File: src/rtl/core/mdbp_pkg.sv
// Shared types and constants of the median depth back-projector.
// Depends on nothing; imported by every module of the core except mdbp_ram.
package mdbp_pkg;

  localparam int MAX_SAMPLES_DEF = 1024;
  localparam int DEPTH_W = 16;
  localparam int PIX_W = 12;
  localparam int CFG_W = 16;
  localparam int CFG_IDX_W = 3;
  localparam int COORD_W = 32;
  localparam int PROD_W = 35;
  localparam int IN_DATA_W = 40;
  localparam int OUT_DATA_W = 112;

  localparam logic [CFG_IDX_W-1:0] REG_MIN_DEPTH = 3'd0;
  localparam logic [CFG_IDX_W-1:0] REG_MAX_DEPTH = 3'd1;
  localparam logic [CFG_IDX_W-1:0] REG_FOCAL_X = 3'd2;
  localparam logic [CFG_IDX_W-1:0] REG_FOCAL_Y = 3'd3;
  localparam logic [CFG_IDX_W-1:0] REG_CENTER_X = 3'd4;
  localparam logic [CFG_IDX_W-1:0] REG_CENTER_Y = 3'd5;

  // One stored sample, depth in the upper bits.
  typedef struct packed {
    logic [DEPTH_W-1:0] depth;
    logic [PIX_W-1:0] row;
    logic [PIX_W-1:0] column;
  } sample_t;

  localparam int SAMPLE_W = $bits(sample_t);

endpackage

File: src/rtl/core/mdbp_div.sv
// Signed-by-unsigned restoring divider, one quotient bit per cycle, truncating
// toward zero with saturation to signed 32 bits. Uses mdbp_pkg.
module mdbp_div (
  input  logic                               clk,
  input  logic                               rst,
  input  logic                               start,
  input  logic signed [mdbp_pkg::PROD_W-1:0] num,
  input  logic [mdbp_pkg::CFG_W-1:0]         den,
  output logic                               done,
  output logic signed [mdbp_pkg::COORD_W-1:0] quo
);
  import mdbp_pkg::*;

  localparam logic [COORD_W-1:0] SAT_MAX = {1'b0, {(COORD_W-1){1'b1}}};
  localparam logic [COORD_W-1:0] SAT_MIN = {1'b1, {(COORD_W-1){1'b0}}};

  logic busy;
  logic neg;
  logic [CFG_W-1:0] divisor;
  logic [PROD_W-1:0] mag;
  logic [CFG_W-1:0] rem;
  logic [PROD_W-1:0] acc;
  logic [5:0] cnt;
  logic [CFG_W:0] rem_sh;
  logic take;

  assign rem_sh = {rem, mag[PROD_W-1]};
  assign take = (rem_sh >= {1'b0, divisor});

  always_ff @(posedge clk) begin
    if (rst) begin
      busy <= 1'b0;
      done <= 1'b0;
    end else begin
      done <= 1'b0;
      if (start) begin
        neg <= num[PROD_W-1];
        divisor <= den;
        mag <= num[PROD_W-1] ? PROD_W'(-num) : PROD_W'(num);
        rem <= '0;
        acc <= '0;
        cnt <= '0;
        if (den == '0) begin
          done <= 1'b1;
          if (num == '0) begin
            quo <= '0;
          end else begin
            quo <= num[PROD_W-1] ? SAT_MIN : SAT_MAX;
          end
        end else begin
          busy <= 1'b1;
        end
      end else if (busy) begin
        if (cnt == 6'(PROD_W)) begin
          busy <= 1'b0;
          done <= 1'b1;
          if (neg) begin
            quo <= (acc > PROD_W'(SAT_MIN)) ? SAT_MIN : COORD_W'(-acc);
          end else begin
            quo <= (acc > PROD_W'(SAT_MAX)) ? SAT_MAX : acc[COORD_W-1:0];
          end
        end else begin
          rem <= take ? CFG_W'(rem_sh - {1'b0, divisor}) : rem_sh[CFG_W-1:0];
          acc <= {acc[PROD_W-2:0], take};
          mag <= mag << 1;
          cnt <= cnt + 6'd1;
        end
      end
    end
  end

endmodule

File: config.mk
export PLATFORM = sky130hd
export DESIGN_NAME = mdbp_div
export DESIGN_NICKNAME = d
export VERILOG_FILES = /design/src/rtl/core/mdbp_pkg.sv /design/src/rtl/core/mdbp_div.sv
export SDC_FILE = /design/constraint.sdc
export NUM_CORES = 1
export LEC_CHECK = 0
export BUFFER_PORTS_ARGS = -buffer_cell sky130_fd_sc_hd__buf_2
export CORE_MARGIN = 1.5
export CORE_UTILIZATION = 59
export DETAILED_ROUTE_END_ITERATION = 16
export PLACE_DENSITY = 0.8
export SLEW_MARGIN = 20
export SYNTH_ARGS = -nofsm -noshare
export SYNTH_HDL_FRONTEND = slang
export SYNTH_SLANG_ARGS = --single-unit
File: constraint.sdc
create_clock -name clk -period 7.3 [get_ports clk]
set_input_delay 0.365 -clock clk [delete_from_list [all_inputs] [get_ports clk]]
set_output_delay 0.365 -clock clk [all_outputs]
set_load 0.01 [all_outputs]
==> results.ini <==
[run_status]
outcome=finished, final reports clean

[cts]
cts_resized=0
cts_buffer_depth=2
cts_htree_levels=4
cts_tree=yes
clk_pin_slew_worst_paths_ns=0.06
root_buffer=clkbuf_16
clkLatencyLatePin_ns=0.43
cts_buffers=17
cts_setup_buffers=0
cts_sinks=143
ctsHoldBuffers=0

[critical_path]
cp_data_required_time_ns=7.57
crit_path_start=rem[5]
r2r_start=rem[5]
crit_path_cell_trace=ha_1 > nand2_1 > o21ai_0 > a21oi_1 > o311ai_0 > a21boi_1 > buf_4 > or4b_2 > a21oi_1
worstPathArrival_ns=3.66
r2r_cells=9
regToRegEndpoint=rem[7]
regToRegSetupSlack_ns=3.91
end_kind=flop
critPathMaxStageDelay_ns=0.63
crit_fanout=12
critical_path_class=flop to flop
crit_top_cell=a21oi_1
startpoint_type=flop
cp_slowest_cell=or4b_2

[place]
dpl_cell_area_um2=8620
io_buffers=86
hpwl_um=11500
place.gp.congestion=0.929

[timing]
setup_viol=0
period_minus_slack_ns=3.39
finalCritPeriodShare_pct=46.4
fin_tns_setup_ns=0
hold_viol=0
rsz0062_at_grt=false
max_slew_margin_pct=37.1
holdWs_ns=0.127
tightest_slew_ns=0.943
fmax_mhz=295
maxSlewViolCount=0
finalClockSkew_ns=0.00775

[logic_synthesis]
ys_top_cells_by_count=edfxtp_1, nor2_1, o21ai_0, nand2_1, a21oi_1
synth_seq_area_share_pct=53.1
synth_top_cell_area_share_pct=52.6
yosys.area.top_type=edfxtp_1
synth_cell_types=63
yosysMostFrequentCell=edfxtp_1
synth_edf_count=141
async_flop_share_pct=0
synth-warning-count=0
netlist_area_um2=8060
syn_inst=754
syn_nets=829
ys_ff_latch=143
postSynthAreaPerCell_um2=10.7
synth_area_leaders=edfxtp_1, o21ai_0, xor2_1
synth_ff_type=edfxtp_1

[global_routing]
grt_first_pass_wirelength_um=28600
grt_overflow=0
grt_start_max_net_pins=77
antenna_found_initial=0
grt_pass1_vias=5978
track_usage_pct=25.3

[worst_hold_path]
min_path_type=input pin to flop
holdCritStartpoint=den[0]
holdPathStages=1
hold_path_end=divisor[0]

[drt]
firstDrtPassIters=7
detail_route.wl_per_cell_um=17.1
drcViolationCount=0
wl_um=17400
vias_per_cell=6.15
vias=6276
ant_nets=0
drt_iter0_drc=710

[floorplan]
fp.dieH_um=120
initial_utilization_pct=60.6
placementRows=42
die_x_um=120
core_um2=13300
dieArea_um2=14400
io_pins=87

[pwr]
p_per_area_nw_per_um2=240
p_leak_uw=0.00329
ir_drop_mv=0.154

[layout]
synthToLayoutAreaGrowth_pct=14.7
nets=907
utilization_pct=69.5
postLayoutCellArea_um2=9240
fill_cells=978
antennaDiodeCount=0
drive_above_1_share_pct=18.3

[flow_run]
cap_violations=0

layout make-up:
type | count | area, um^2 | area share (%)
inverter | 31 | 116 | 1.26
tap | 176 | 220 | 2.38
clock buffer | 20 | 437 | 4.73
clock inverter | 12 | 168 | 1.81
timing repair buffer | 94 | 497 | 5.38
multi-input combinational | 545 | 3530 | 38.2
sequential | 143 | 4270 | 46.3
state kept, by name, summed over array words and instances (netlist names), 6 cells and up:
name	count
rem	16
divisor	16
cnt	6
quo	32
mag	35
acc	35
how the worst max path moves through the flow:
stage,cells after the start,endpoint
floorplan,4,acc[0]
CTS,9,quo[13]
global route,9,rem[7]
detailed placement,9,quo[13]
global placement,9,quo[15]
finish,9,rem[7]
through the flow:
stage / power [uW] / setup WS (ns) / instances
6_report: 2210 / 3.91 / 1021
5_1_grt: 2300 / 3.59 / 1021
4_1_cts: 2220 / 3.70 / 1020
3_5_place_dp: 1320 / 3.26 / 988
3_3_place_gp: 1310 / 3.48 / 988
2_1_floorplan: 1240 / 1.87 / 754
cell usage in the layout, fill, tap and decap left out, drive strengths merged, types with 27 or more instances in the layout:
master / instances
edfxtp: 141
nand3: 27
nor2: 63
nand2: 52
o21ai: 60
a21oi: 45
nor2b: 36
inv: 30
xor2: 32
buf: 94
report_power, final:
group | switching [uW] | total, uW | internal (uW)
registers | 34.3 | 1000 | 969
logic | 187 | 315 | 128
clock network | 327 | 895 | 567
total | 549 | 2210 | 1660
cells by family (layout without fill, tap and decap cells):
logic type | count (synthesis) | count (layout) | share of synthesized area, %
adders and majority gates | 21 | 21 | 3.36
DFF | 143 | 143 | 53.1
buffers and inverters | 66 | 157 | 3.29
AOI/OAI and AO/OA | 176 | 176 | 13.8
muxes | 18 | 18 | 2.49
xor gates and xnor gates | 45 | 45 | 4.89
and+or+nand+nor | 285 | 285 | 19.1
critical path, delay by kind of cell, from the launching register on:
family | cells | cell delay, ns
buffers and inverters | 1 | 0.26
adders and majority gates | 1 | 0.39
and+or+nand+nor | 2 | 0.76
DFF | 1 | 0.41
AOI/OAI and AO/OA | 5 | 1.40
routing by layer:
metal / part of all wire [%] / GRT usage [%]
met1: 43 / 32.9
met2: 49 / 42.0
met3: 6.0 / 5.09
met4: 1.8 / 10.3
met5: 0 / 0
(Power assumes the default switching activity.)
