===== src/rtl/core/mdbp_pkg.sv =====
// Shared types and constants of the median depth back-projector.
// Depends on nothing; imported by every module of the core except mdbp_ram.
package mdbp_pkg;

  localparam int MAX_SAMPLES_DEF = 1024;
  localparam int DEPTH_W = 16;
  localparam int PIX_W = 12;
  localparam int CFG_W = 16;
  localparam int CFG_IDX_W = 3;
  localparam int COORD_W = 32;
  localparam int PROD_W = 35;
  localparam int IN_DATA_W = 40;
  localparam int OUT_DATA_W = 112;

  localparam logic [CFG_IDX_W-1:0] REG_MIN_DEPTH = 3'd0;
  localparam logic [CFG_IDX_W-1:0] REG_MAX_DEPTH = 3'd1;
  localparam logic [CFG_IDX_W-1:0] REG_FOCAL_X = 3'd2;
  localparam logic [CFG_IDX_W-1:0] REG_FOCAL_Y = 3'd3;
  localparam logic [CFG_IDX_W-1:0] REG_CENTER_X = 3'd4;
  localparam logic [CFG_IDX_W-1:0] REG_CENTER_Y = 3'd5;

  // One stored sample, depth in the upper bits.
  typedef struct packed {
    logic [DEPTH_W-1:0] depth;
    logic [PIX_W-1:0] row;
    logic [PIX_W-1:0] column;
  } sample_t;

  localparam int SAMPLE_W = $bits(sample_t);

endpackage


===== src/rtl/core/mdbp_select.sv =====
// Median selector: radix selection over the sample RAM, one bit of depth per pass,
// then one pass that picks the tied sample by arrival. Uses mdbp_pkg.
module mdbp_select #(
  parameter int MAX_SAMPLES = mdbp_pkg::MAX_SAMPLES_DEF,
  localparam int AW = (MAX_SAMPLES > 1) ? $clog2(MAX_SAMPLES) : 1,
  localparam int CW = $clog2(MAX_SAMPLES + 1)
) (
  input  logic              clk,
  input  logic              rst,
  input  logic              start,
  input  logic [CW-1:0]     n,
  output logic              rd_en,
  output logic [AW-1:0]     rd_addr,
  input  mdbp_pkg::sample_t rd_data,
  output logic              done,
  output mdbp_pkg::sample_t result
);
  import mdbp_pkg::*;

  logic busy;
  logic [4:0] pass;
  logic [DEPTH_W-1:0] prefix;
  logic [CW-1:0] krem;
  logic [CW-1:0] cnt;
  logic [AW-1:0] addr;
  logic issuing;
  logic rvalid;
  logic rlast;

  logic [3:0] bidx;
  logic [DEPTH_W-1:0] mask;
  logic last_addr;
  logic match;
  logic [CW-1:0] cnt_tot;

  assign bidx = 4'd15 - pass[3:0];
  // Bits above the one under test are already settled in prefix.
  assign mask = {DEPTH_W{1'b1}} << ({1'b0, bidx} + 5'd1);
  assign last_addr = ((CW'(addr) + CW'(1)) == n);
  assign match = (((rd_data.depth ^ prefix) & mask) == '0) && !rd_data.depth[bidx];
  assign cnt_tot = cnt + (match ? CW'(1) : CW'(0));
  assign rd_en = issuing;
  assign rd_addr = addr;

  always_ff @(posedge clk) begin
    if (rst) begin
      busy <= 1'b0;
      issuing <= 1'b0;
      rvalid <= 1'b0;
      rlast <= 1'b0;
      done <= 1'b0;
    end else begin
      done <= 1'b0;
      rvalid <= issuing;
      rlast <= issuing && last_addr;
      if (start) begin
        busy <= 1'b1;
        pass <= 5'd0;
        prefix <= '0;
        krem <= n >> 1;
        cnt <= '0;
        addr <= '0;
        issuing <= 1'b1;
      end else if (busy) begin
        if (issuing) begin
          addr <= addr + AW'(1);
          if (last_addr) begin
            issuing <= 1'b0;
          end
        end
        if (rvalid) begin
          if (!pass[4]) begin
            cnt <= cnt_tot;
            if (rlast) begin
              if (krem < cnt_tot) begin
                prefix[bidx] <= 1'b0;
              end else begin
                prefix[bidx] <= 1'b1;
                krem <= krem - cnt_tot;
              end
              pass <= pass + 5'd1;
              cnt <= '0;
              addr <= '0;
              issuing <= 1'b1;
            end
          end else if (rd_data.depth == prefix) begin
            if (cnt == krem) begin
              result <= rd_data;
              done <= 1'b1;
              busy <= 1'b0;
              issuing <= 1'b0;
              rvalid <= 1'b0;
            end else begin
              cnt <= cnt + CW'(1);
            end
          end
        end
      end
    end
  end

endmodule


===== config.mk =====
export PLATFORM = sky130hd
export DESIGN_NAME = mdbp_select
export DESIGN_NICKNAME = d
export VERILOG_FILES = /design/src/rtl/core/mdbp_pkg.sv /design/src/rtl/core/mdbp_select.sv
export SDC_FILE = /design/constraint.sdc
export NUM_CORES = 1
export LEC_CHECK = 0
export CORE_MARGIN = 2
export CORE_UTILIZATION = 57
export DETAILED_ROUTE_END_ITERATION = 8
export DONT_BUFFER_PORTS = 1
export PLACE_DENSITY = 0.8
export SLEW_MARGIN = 30
export SYNTH_ARGS = -nofsm -noshare
export SYNTH_HDL_FRONTEND = slang
export SYNTH_SLANG_ARGS = --single-unit

===== constraint.sdc =====
create_clock -name clk -period 12.9 [get_ports clk]
set_input_delay 0.645 -clock clk [delete_from_list [all_inputs] [get_ports clk]]
set_output_delay 0.645 -clock clk [all_outputs]
set_load 0.05 [all_outputs]

==> results.cfg, run 1 <==
[placed_design]
place_hpwl_microns = 9990
gp_congestion = 0.964
post_dp_cell_area_sq_um = 5910
port_buffers = 0
placed_cells = 642

[grt]
antenna_found_initial = 0
grt_overflow_total = 0
first_global_vias = 4107
grt_max_degree = 51
track_usage_pct = 24.3
grt_pass1_wl_microns = 21300

[floorplanning]
die_x_microns = 105
ios = 106
start_util_pct = 59.3
fp.dieArea_sq_um = 11100
die_h_microns = 105
core_area_sq_um = 9860
row_count = 36

[clock_tree]
cts_setup_buffers = 0
numCtsBuffers = 9
hold_buffers = 0
insertion_delay_ns = 0.37
clk_pin_slew_ns = 0.10
cts.sinks = 98
htree_levels = 3
postCtsResizedCells = 0
cts-root-buf = clkbuf_8
cts_max_path_buffers = 2
cts_tree = built

[job]
drv_cap = 0

[finish]
fin_area_sq_um = 6130
final_nets = 596
seq_area_sq_um = 2890
final_cells = 659
fin_util_pct = 62.2
multi_input_area_sq_um = 2780
drive_gt1_share_pct = 7.79
n_antenna_cell = 0
fillers = 754
area_growth_pct = 4.77

[power]
combPwrFrac_pct = 12.3
p_seq_share_pct = 56.6
leakagePower_nw = 2.06
internal_power_mw = 0.490
power.density_nw_per_um2 = 110
p_clk_share_pct = 31.1
sw_frac_of_total_pct = 27.4
power.switching_mw = 0.185
ir_worst_vdd_mv = 0.0893

[outcome]
status = finished clean

[sta]
rsz0062_at_grt = no
fmax_ghz = 0.181
tightest_slew_ns = 0.823
setup_viol_count_final = 0
min_period_ns = 5.54
fin_tns_setup_ns = 0
fin_skew_ns = 0.00938
fin_crit_sh_pct = 42.9
slew_headroom_pct = 45.1
slew_viol_final = 0
hold_viol_final = 0
fin_hold_ws_ns = 0.336

[drt]
wl_per_cell_microns = 20.5
wl_microns = 13500
met3_length_microns = 1310
drc = 0
dr.first_iter.drc_count = 389
top_layer = met4
wl_met2_microns = 6460
ant_nets = 0
vias = 4378
dr.pass1.iters = 5
wl_met1_microns = 5400
vias_per_cell = 6.64

[min_path]
hp-class = input pin to register

[synth]
syn_inst = 541
synthTopCellsByArea = edfxtp_1 48%, xnor2_1 4.9%, xor2_1 4.5%
yosys.area.top_type = edfxtp_1
ys_seq_area_share_pct = 49.4
synth.ff_latch_count = 98
yosysUniqueCellTypes = 62
synth.most_common_cell = edfxtp_1
synth_flop_cell = edfxtp_1
ys_async_sr_fraction_pct = 0
avgSynthCellArea_sq_um = 10.8
syn_area_sq_um = 5850
syn-num-nets = 616
synth_edf_count = 93
synth_top_area_share_pct = 47.7
ys_warn_count = 0
synthTopCellsByCount = 93 x edfxtp_1, 53 x nor2_1, 38 x a21oi_1

[worst_setup_path]
cpMaxStageDelayCell = edfxtp_1
end_kind = register
worstSetupPathType = register to register
cpPeakStageDelay_ns = 0.63
regToRegSetupSlack_ns = 7.36
path_cells = inv_1 -> ha_1 -> xnor2_1 -> o21ai_0 -> a221oi_1 -> a31oi_1 -> nor3_1 -> ha_1 -> ha_1 -> and3_1 -> xnor2_1 -> ha_1 -> a21o_1 -> or3_1 -> o21a_1 -> o41ai_4 -> buf_4 -> a311oi_1
critPathMaxFanout = 13
crit_top_cell = ha_1
cp-start-kind = register
required_ns = 13.00
cp.arrival_ns = 5.64
-- critical path: cells and delay by family, from the launching register on --
family / cells / cell delay [ns]
buffers and inverters: 2 / 0.43
xor gates and xnor gates: 2 / 0.51
DFF: 1 / 0.63
AOI/OAI and AO/OA: 7 / 1.68
adders and majority gates: 4 / 1.22
and+or+nand+nor: 3 / 0.81
-- state kept, by name (all words and copies together) (netlist names) --
name,count
result,40
prefix,16
cnt,11
krem,11
rd_addr,10
pass,5
busy,1
done,1
rd_en,1
rlast,1
rvalid,1
-- final timing paths --
| check | startpoint | cells past startpoint | endpoint |
|---|---|---|---|
| min reg2reg | rvalid$_SDFF_PP0_ | 2 | rvalid$_SDFF_PP0_ |
| min | rst | 1 | busy$_SDFF_PP0_ |
| max | pass[0]$_SDFFCE_PP0P_ | 18 | prefix[6]$_SDFFCE_PP0P_ |
| max reg2reg | pass[0]$_SDFFCE_PP0P_ | 18 | prefix[6]$_SDFFCE_PP0P_ |
-- logic make-up (layout without fill, tap and decap cells) --
logic type	after synthesis	after routing	share of synthesized area (%)
fa+ha+maj	21	21	4.62
buf+inv	49	34	3.42
mux	13	13	3.38
xor+xnor	63	63	9.43
simple gates	170	170	14.9
flops	98	98	49.4
compound gates	127	127	14.9
-- routing by layer --
metal | track usage [%] | vias up
li1 | - | 1998
met4 | 7.71 | 0
met2 | 39.4 | 274
met1 | 32.5 | 2057
met5 | 0 | -
met3 | 5.50 | 49
-- area by class of cell --
class	instances	area share, %
Clock buffer	9	2.02
Clock inverter	7	1.41
Tap cell	133	2.71
Multi-Input combinational cell	394	45.3
Inverter	13	0.796
Sequential cell	98	47.2
Timing Repair Buffer	5	0.612
-- placed cells by master, fill, tap and decap left out, types with 10 or more instances in the layout --
cell / n
a21oi_1: 36
a211oi_1: 13
ha_1: 20
nor2_1: 53
nand2_1: 31
inv_1: 13
nand3_1: 16
a311oi_1: 10
nor3_1: 12
xor2_1: 30
o21ai_0: 19
edfxtp_1: 93
xnor2_1: 33
-- power by group through the flow --
stage	Sequential (mW)	Clock [mW]	Combinational, mW
global route	0.384	0.222	0.0908
global placement	0.389	0	0.0760
CTS	0.382	0.213	0.0807
detailed placement	0.389	0	0.0800
floorplan	0.381	0	0.0723
finish	0.382	0.210	0.0828
-- metrics by stage --
stage	worst slack [ns]	power, mW
floorplan	7.55	0.454
global placement	7.21	0.465
detailed placement	6.88	0.470
CTS	6.86	0.676
global route	6.99	0.697
finish	7.36	0.675
Note: power is estimated with default switching activity, not from simulation.
==> run 2, diff against run 1 <==
PLACE_DENSITY = 0.83   (was 0.8)
clock period = 4.8 ns   (was 12.9 ns; I/O delays follow)
==> run 2 against run 1 <==
Effect of this change: first-iteration DRC count up 27%; routed wire length is 12% higher; clock skew increased by 0.0082 ns; total power grew to 2.7 times the previous value; global-route usage up 2.9 points; clock power rose to 2.6 times the previous value; sequential share of layout area fell by 3.5 points; cell area is 8.1% higher; clock-buffer cell count is the same; die area unchanged; register-to-register slack got worse by 7.2 ns; non-clock buffer count increased by 50; largest power group unchanged.
==> results.cfg, run 2 (synthesized netlist as in run 1, its figures left out) <==
[outcome]
status = finished clean

[clock_tree]
insertion_delay_ns = 0.39
cts-root-buf = clkbuf_8
cts_max_path_buffers = 2
htree_levels = 3
numCtsBuffers = 9
cts.sinks = 98
cts_tree = built
clk_pin_slew_ns = 0.11

[drt]
vias = 4657
wl_microns = 15100
dr.pass1.iters = 6
wl_per_cell_microns = 21.3
drc = 0
dr.first_iter.drc_count = 493
vias_per_cell = 6.57
ant_nets = 0

[sta]
setup_viol_count_final = 0
slew_viol_final = 0
fin_crit_sh_pct = 97.6
hold_viol_final = 0
slew_headroom_pct = 45.2
fmax_ghz = 0.213
fin_hold_ws_ns = 0.0247
finalWorstSetupSlack_ns = 0.113
fin_skew_ns = 0.0175
fin_tns_setup_ns = 0
tightest_slew_ns = 0.821
min_period_ns = 4.69

[finish]
fin_util_pct = 67.2
largest_register_ffs = 40
seq_area_sq_um = 2890
n_antenna_cell = 0
regMostFlops = result
multi_input_area_sq_um = 2800
drive_gt1_share_pct = 9.20
final_common_cell = edfxtp_1
area_growth_pct = 13.2
fin_area_sq_um = 6630
reg_top3 = result x40, prefix x16
fillers = 692
mostFrequentLayoutCells = 93 x edfxtp_1, 53 x nor2_1, 41 x dlygate4sd3_1
final_nets = 646

[job]
drv_cap = 0

[worst_setup_path]
end_kind = register
required_ns = 4.93
worstSetupPathType = register to register
cp-start-kind = register
cp.arrival_ns = 4.81
critPathMaxFanout = 16

[floorplanning]
start_util_pct = 59.3
core_area_sq_um = 9860
die_h_microns = 105
fp.dieArea_sq_um = 11100
die_x_microns = 105
row_count = 36
ios = 106

[power]
p_seq_share_pct = 56.2
ir_worst_vdd_mv = 0.145
sw_frac_of_total_pct = 29.0
power.density_nw_per_um2 = 275
p_clk_share_pct = 29.4
internal_power_mw = 1.30
power.switching_mw = 0.529
combPwrFrac_pct = 14.4
leakagePower_nw = 2.28

[placed_design]
port_buffers = 0
post-place-ws_ns = 0.0739
post_dp_cell_area_sq_um = 5990
place_hpwl_microns = 10300
gp_congestion = 0.894

[min_path]
hp-class = input pin to register

[grt]
grt_overflow_total = 0
grt_pass1_wl_microns = 23400
track_usage_pct = 27.2
antenna_found_initial = 0
first_global_vias = 4432
grt_max_degree = 51
run 2: layout make-up:
| class | count | share of cell area, % |
|---|---|---|
| sequential | 98 | 43.6 |
| multi-input combinational | 394 | 42.3 |
| timing repair buffer | 55 | 7.83 |
| tap | 133 | 2.51 |
| clock buffer | 9 | 1.87 |
| clock inverter | 7 | 1.13 |
| inverter | 13 | 0.736 |
run 2: critical path: stages (launching register included):
cell      delay [ns]
edfxtp_1        0.43
buf_4           0.19
buf_4           0.15
nor3_1          0.36
xnor2_1         0.14
a21bo_2         0.24
a31oi_1         0.18
nor3_1          0.07
ha_1            0.20
ha_1            0.20
and3_1          0.21
xnor2_1         0.14
ha_1            0.39
a21o_1          0.23
or3_1           0.33
o21a_1          0.23
o41ai_4         0.35
buf_6           0.24
a311oi_1        0.12
run 2: power groups by stage:
stage	registers (mW)	logic, mW	clock network [mW]
floorplan	1.02	0.196	0
CTS	1.03	0.252	0.530
finish	1.03	0.263	0.536
global placement	1.04	0.211	0
detailed placement	1.04	0.221	0
global route	1.03	0.288	0.571
run 2: per-stage QoR:
step                      std cells  total power, mW
after floorplan                 541             1.22
after global placement          651             1.25
after detailed placement        651             1.27
after CTS                       708             1.81
after global routing            709             1.89
final                           709             1.83
run 2: path summary, 6_finish.rpt:
check	depth (start not counted)	to	slack, ns	start
max	18	prefix[4]$_SDFFCE_PP0P_	0.11	pass[0]$_SDFFCE_PP0P_
min reg2reg	2	rvalid$_SDFF_PP0_	0.59	rvalid$_SDFF_PP0_
min	2	rlast$_SDFF_PP0_	0.02	rst
max reg2reg	18	prefix[4]$_SDFFCE_PP0P_	0.11	pass[0]$_SDFFCE_PP0P_
run 2: timing repair:
| item | CTS | global route |
|---|---|---|
| hold buffers | 41 | 0 |
| hold endpoints to repair | 42 | 0 |
| resized for setup | 0 | 4 |
| buffers inserted | 0 | 1 |
| endpoints found under the setup margin | 0 | 28 |
run 2: layer usage:
metal | vias up | wire [microns] | GRT usage [%]
li1 | 2092 | - | -
met1 | 2158 | 5580 | 34.9
met2 | 350 | 7260 | 44.4
met3 | 57 | 1790 | 7.85
met4 | 0 | 446 | 9.14
met5 | - | 0 | 0
